--- config.mk ---
export PLATFORM = sky130hd
export DESIGN_NAME = sasi_ram
export DESIGN_NICKNAME = d
export VERILOG_FILES = /design/src/rtl/sasi_ram.sv
export SDC_FILE = /design/constraint.sdc
export NUM_CORES = 1
export LEC_CHECK = 0
export ABC_AREA = 1
export BUFFER_PORTS_ARGS = -buffer_cell sky130_fd_sc_hd__buf_4
export CORE_MARGIN = 2
export CORE_UTILIZATION = 61
export CTS_CLUSTER_DIAMETER = 200
export DETAILED_ROUTE_END_ITERATION = 10
export PLACE_DENSITY_LB_ADDON = 0.1
export SLEW_MARGIN = 10
export SYNTH_ARGS = -nofsm -noshare
export SYNTH_HDL_FRONTEND = slang
export SYNTH_SLANG_ARGS = --single-unit
--- constraint.sdc ---
create_clock -name clk -period 1.2 [get_ports clk]
set_input_delay 0.12 -clock clk [delete_from_list [all_inputs] [get_ports clk]]
set_output_delay 0.12 -clock clk [all_outputs]
set_load 0.02 [all_outputs]
--- src/rtl/sasi_ram.sv ---
// ----------------------------------------------------------------------------
// sasi_ram: simple dual-port memory
// one write port, one read port with registered read data
// ----------------------------------------------------------------------------
module sasi_ram #(
    parameter int DEPTH = 16,
    parameter int WIDTH = 8
) (
    input  logic                     clk,
    input  logic                     we,
    input  logic [$clog2(DEPTH)-1:0] waddr,
    input  logic [WIDTH-1:0]         wdata,
    input  logic [$clog2(DEPTH)-1:0] raddr,
    output logic [WIDTH-1:0]         rdata
);

    logic [WIDTH-1:0] mem [DEPTH];

    always_ff @(posedge clk)
    begin
        if (we)
        begin
            mem[waddr] <= wdata;
        end
        rdata <= mem[raddr];
    end

endmodule

# After elaboration in Yosys (flattened, before gate mapping)
# Memories as Yosys holds them, arrays and structs flattened. A register that Yosys moved wholly into a read port is not among the register bits.
# Cells that the tools add are included.
# word_totals
ff_bits	0
out_inout_bits	8
ramBits	128
n_memories	1
# mem_list
name	words	word_bits	rd	rd_ports_with_merged_regs	wr	line	text
mem	16	8	1	1	1	17	logic [WIDTH-1:0] mem [DEPTH];
# classes
mux	2
# ops
cell	n
$mux W1	2

# Depth between registers and ports, before layout
# Gate-level depths: netlist of run 1.
# logic_depth
depth_word	2
mapped_depth	8
mapped_depth_nobuf	7

# Worst setup path after synthesis of run 1
# Ideal clock, no wire load.
# synth_timing
kind	input port to flip-flop
startpoint	input port waddr[2]
endpoint	memory mem[10][0], enable pin
arrival_ps	701
stages	2
setup_time_ps	370
required_ps	830
path_slack_ps	129
cell_sequence	nand3b_1 > nor2_1
# synth_lines
element	line	text
start, declared	11	input logic [$clog2(DEPTH)-1:0] waddr,
end, declared	17	
# No word-level cell before the write port.

# Final worst setup path of run 1
# layout_timing
startpoint	register rdata[6], read port of mem
endpoint	output port rdata[6]
# layout_lines
element	line	text
start, declared	14	output logic [WIDTH-1:0] rdata
# No word-level cell between the ends.

==> results of run 1 <==
## worst paths after layout
check	endpoint	slack, ns	startpoint	depth (start not counted)
worst max-delay path	rdata[6]	0.04	rdata[6]	1
worst min-delay path	rdata[3]	0.02	raddr[2]	4
worst max register to register	rdata[4]	0.20	mem[2][4]	6
worst min register to register	rdata[1]	0.68	mem[12][1]	6
## synthesized netlist by cell type, drive strengths merged
library cell | count | area [µm²]
edfxtp | 128 | 3844
nand3b | 2 | 15.01
buf | 24 | 166.4
dfxtp | 8 | 160.2
nand2 | 173 | 649.4
nor2 | 17 | 63.81
nand3 | 97 | 485.5
inv | 102 | 382.9
## per-layer routing
metal	wire length, µm	track usage [%]	vias to the layer above	part of all wire (%)
met4	241	10.29	0	1.9
met5	0	0	-	0
met3	1039	5.866	18	8.0
met2	6246	44.63	195	48
li1	-	-	1893	-
met1	5478	38.15	1853	42
## power by group
part	total, µW	internal, µW	switching [µW]
Combinational	764	269	495
Sequential	5340	5310	33.7
Clock	5540	3430	2110
## repair_timing
action / CTS / global route
setup buffers: 0 / 0
endpoints found under the hold margin: 136 / 0
hold buffers: 9 / 0
## state kept, by name, indices dropped and copies added, names as in the netlist
register,cells
mem,128
rdata,8
## cells by family after synthesis
kind of cell,after synthesis,share of synthesized area [%]
simple gates,289,21.05
flops,136,69.43
buf+inv,126,9.525
## layout make-up
| class | instances | share of cell area [%] |
|---|---|---|
| multi-input cells | 289 | 17.59 |
| repair buffers | 63 | 7.723 |
| flip-flops and latches | 136 | 58.01 |
| clock buffers | 17 | 6.001 |
| inverters | 102 | 5.547 |
| well taps | 111 | 2.012 |
| clock inverters | 15 | 3.118 |
## through the flow
stage               std cells  hold slack, ns  setup WS [ns]
floorplan                 551          0.2189         0.1292
finish                    733         0.02047        0.04437
detailed placement        692          0.4507        0.03685
global placement          692          0.4472        0.06021
global route              733         0.06595        0.02783
CTS                       733         0.02516        0.03930
==> impl_metrics.tcl, run 1 <==
set metrics [dict create \
    slowest_delay_ns 0.36 \
    cts_tree "done" \
    slowest_stage "dfxtp_1" \
    setup_viol 0 \
    total_power_uw 11640 \
    cp_top_family "flip-flops" \
    die_height_um 101.2 \
    die_x_um 101.2 \
    post-route-util_pct 75.05 \
    drt_wl_total_um 13010 \
    final_hold_viol_count 0 \
    ctsLongestPathBuffers 2 \
    die_area_mm2 0.01025 \
    grt_overflow 0 \
    wire_per_inst_um 17.74 \
    antenna_found_initial 0 \
    dp_hpwl_um 7852 \
    worst_slew_pin_slew_ns 0.2972 \
    mostFrequentLayoutCells "173 x nand2_1, 128 x edfxtp_1, 100 x inv_1" \
    synth-seq-cells 136 \
    finalSetupTns_ns 0 \
    diodes 0 \
    grt_pass1_vias 3860 \
    finClkSkew_ns 0.01140 \
    cp_cell_sequence "buf_4" \
    htreeDepth 4 \
    synthesis.area_mm2 0.005767 \
    yosysSeqAreaShare_pct 69.43 \
    core-area_mm2 0.009196 \
    gp_congestion 0.8386 \
    path_buf_inv 1 \
    pwr_density_cell_mw_per_mm2 1687 \
    critPathArrivalTime_ns 1.04 \
    slew_violations 0 \
    first_iter_violations 390 \
    cts_sinks 136 \
    initial_core_util_pct 62.71 \
    ys_warn_count 0 \
    vias 3959 \
    grt_pass1_wl_um 20730 \
    fill_cells 625 \
    layout-drive-gt1-share_pct 14.15 \
    rsz0062_at_grt "no" \
    ant_nets 0 \
    num_rows 35 \
    clk_pin_slew_ns 0.06 \
    cts_buffers 17 \
    io_buffers 25 \
    cp.required_ns 1.08 \
    synth_cell_types 12 \
    crit_path_end_kind "output pin" \
    period_needed_ns 1.156 \
    top_level_ports 26 \
    cp-start-kind "flip-flop" \
    dpl-instance-area_mm2 0.006182 \
    nets 627 \
    cts_resized 0 \
    critical_path.max_fanout 1 \
    status "finished, final reports clean" \
    critical_path_class "reg -> out" \
    maxCapViolCount 0 \
    grt_use_total_pct 27.85 \
    viasPerCell 5.401 \
    insertion_delay_ns 0.53 \
    avgSynthCellArea_um2 10.47 \
    relSlewSlack_pct 80.16 \
    drc 0 \
    multi_input_area_mm2 0.001214 \
    syn-num-nets 569 \
    register_area_mm2 0.004004 \
    cts_root_buf "clkbuf_8" \
    dr.pass1.iters 5 \
    synthesis.instances 551 \
    synthToLayoutAreaGrowth_pct 19.68 \
    grt_start_max_net_pins 33 \
    leakage_uw 0.003040 \
    mostFrequentLayoutCell "nand2_1" \
    post-route-period-util_pct 96.30 \
    stdcell_area_mm2 0.006902 \
    hold_path.class "in -> reg" \
    clock.fmax_mhz 865.3 \
    ir_worst_vdd_mv 1.198 \
]
No activity file was read; power rests on OpenSTA's default activity.
==> inputs of run 2 (changes only) <==
ABC_AREA = not set   (was 1)
BUFFER_PORTS_ARGS = not set   (was -buffer_cell sky130_fd_sc_hd__buf_4)
CORE_UTILIZATION = 62   (was 61)
DONT_BUFFER_PORTS = 1   (was not set)
PLACE_DENSITY = 0.78   (was not set)
PLACE_DENSITY_LB_ADDON = not set   (was 0.1)
==> run 2 against run 1 <==
The run now ends with negative hold slack, negative setup slack left. Wire length decreased by 24%. First-iteration DRC count decreased by 50%. Worst hold slack got worse by 0.11 ns. Sequential share of layout area increased by 8.1 points. Global-route usage decreased by 3.5 points. Area after synthesis decreased by 11%. Clock skew decreased by 0.0050 ns. Sequential power increased by 0.9%. Cell count decreased by 48%. Power decreased by 8.9%.
==> impl_metrics.tcl, run 2 <==
set metrics [dict create \
    status "finished with violations" \
    violations "negative hold slack, negative setup slack" \
    cts_tree "done" \
    cts_sinks 136 \
    ctsLongestPathBuffers 2 \
    fill_cells 419 \
    yosysSeqAreaShare_pct 77.78 \
    regMostFlops "mem" \
    mostFrequentLayoutCell "edfxtp_1" \
    ys_warn_count 0 \
    slew_violations 0 \
    synthArstFlopShare_pct 0 \
    multi_input_area_mm2 0.001100 \
    synth_edf_count 128 \
    die_area_mm2 0.009047 \
    setup_ws_ns -0.2197 \
    wire_per_inst_um 25.92 \
    relSlewSlack_pct 36.72 \
    cts_buffers 17 \
    top_level_ports 26 \
    layout-drive-gt1-share_pct 31.05 \
    post-route-util_pct 74.48 \
    pwr_density_cell_mw_per_mm2 1752 \
    antenna_found_initial 0 \
    critical_path.max_fanout 1 \
    slowest_delay_ns 0.52 \
    grt_start_max_net_pins 33 \
    grt_pass1_wl_um 14650 \
    min_path_cells 3 \
    critical_path_class "reg -> reg" \
    io_buffers 0 \
    nets 282 \
    crit_path_end_kind "flip-flop" \
    synthToLayoutAreaGrowth_pct 17.70 \
    hold_path.class "in -> reg" \
    insertion_delay_ns 0.51 \
    core-area_mm2 0.008134 \
    reg2reg_depth 3 \
    grt_overflow 0 \
    grt_pass1_vias 2463 \
    clk_pin_slew_ns 0.06 \
    post-route-period-util_pct 118.3 \
    synthTopCellsByArea "edfxtp_1 75%, mux4_2 7.9%, mux4_1 7.1%, dfxtp_1 3.1%, a22oi_1 2.3%" \
    cp.required_ns 1.58 \
    setup_viol 8 \
    leakage_uw 0.001974 \
    synth_top_area_cell "edfxtp_1" \
    first_iter_violations 196 \
    largest_reg_flops 128 \
    viasPerCell 6.377 \
    synth_top_cell_area_share_pct 74.67 \
    synth-seq-cells 136 \
    syn-num-nets 247 \
    dp_hpwl_um 5431 \
    maxCapViolCount 0 \
    gp_congestion 0.7113 \
    diodes 0 \
    synthesis.instances 229 \
    num_rows 33 \
    cts_root_buf "clkbuf_8" \
    die_height_um 95.12 \
    cp_cell_sequence "mux4_2, a22oi_2, nand2_2" \
    register_area_mm2 0.004004 \
    dpl-instance-area_mm2 0.005384 \
    dr.pass1.iters 6 \
    fin_hold_ws_ns -0.08533 \
    period_needed_ns 1.420 \
    finClkSkew_ns 0.006445 \
    rsz0062_at_grt "yes" \
    drt_wl_total_um 9900 \
    yosys-top-cells-count "128 x edfxtp_1, 18 x mux4_2, 16 x a22oi_1" \
    htreeDepth 4 \
    critPathArrivalTime_ns 1.80 \
    final_hold_viol_count 8 \
    clock.fmax_mhz 704.4 \
    top_regs "mem (128), rdata (8)" \
    ant_nets 0 \
    initial_core_util_pct 63.28 \
    synthesis.area_mm2 0.005147 \
    vias 2436 \
    grt_use_total_pct 24.35 \
    synth.most_common_cell "edfxtp_1" \
    ctsHoldBuffers 10 \
    slowest_stage "mux4_2" \
    drc 0 \
    avgSynthCellArea_um2 22.48 \
    ys.flop_type "edfxtp_1" \
    synth_cell_types 19 \
    die_x_um 95.12 \
    mostFrequentLayoutCells "128 x edfxtp_1, 25 x mux4_2, 16 x clkbuf_16" \
    cp-start-kind "flip-flop" \
    stdcell_area_mm2 0.006058 \
    cts_setup_buffers 0 \
    worst_slew_pin_slew_ns 0.9473 \
    ir_worst_vdd_mv 0.9373 \
]
[run 2: changes by cell type after synthesis, moves of 10 or more]
cell / change
nand3_1: -96
mux4_2: +18
inv_1: -100
nand2_1: -164
a22oi_1: +16
buf_2: -10
mux4_1: +14
[run 2: cell type report]
class	count	share of cell area, %
flip-flops and latches	136	66.09
multi-input cells	83	18.15
clock buffers	19	6.960
repair buffers	26	4.461
clock inverters	13	2.169
well taps	105	2.169
[run 2: timing repair]
action,in CTS,in global routing
endpoints found under the hold margin,168,8
pin swaps,5,1
setup endpoints to repair,8,8
gates resized for setup,9,1
[run 2: per-layer routing]
layer  vias to the layer above  share of wire, %  global-route usage [%]
met5                         -                 0                       0
met4                         0               1.6                   10.02
met3                        13               9.4                   7.194
met2                       139                51                   37.56
met1                      1250                38                   33.16
li1                       1034                 -                       -
[run 2: where the power goes]
part	switching, µW	internal (µW)	total, µW
sequential	77.3	5310	5390
clock	1880	2930	4810
combinational	210	200	410
total	2170	8450	10600
[run 2: path summary, 6_finish.rpt]
kind | startpoint | to | slack [ns]
worst min-delay path | raddr[1] | rdata[2] | -0.09
worst max-delay path | mem[3][1] | rdata[1] | -0.22
worst min register to register | mem[15][3] | rdata[3] | 0.68
worst max register to register | mem[3][1] | rdata[1] | -0.22
[run 2: logic make-up (layout without fill, tap and decap cells)]
| kind of cell | Yosys count | in the layout | synth area share [%] |
|---|---|---|---|
| and+or+nand+nor | 35 | 35 | 3.184 |
| muxes | 32 | 32 | 15.02 |
| DFF | 136 | 136 | 77.78 |
| buffers and inverters | 10 | 58 | 1.677 |
| AOI/OAI and AO/OA | 16 | 16 | 2.334 |
[run 2: per-stage QoR]
stage / power [µW] / instances / setup WS (ns) / setup TNS (ns)
after floorplan: 5757 / 229 / -0.05633 / -0.3531
after global placement: 5772 / 340 / -0.1069 / -0.8587
after detailed placement: 5792 / 340 / -0.3068 / -1.383
after CTS: 10670 / 382 / -0.2165 / -0.9542
after global routing: 10880 / 382 / -0.2136 / -1.188
final: 10610 / 382 / -0.2197 / -0.9028
[run 2: critical path, delay by kind of cell (launching register included)]
family,cells,cell delay (ns)
muxes,1,0.52
DFF,1,0.39
AOI/OAI and AO/OA,1,0.28
and+or+nand+nor,1,0.11
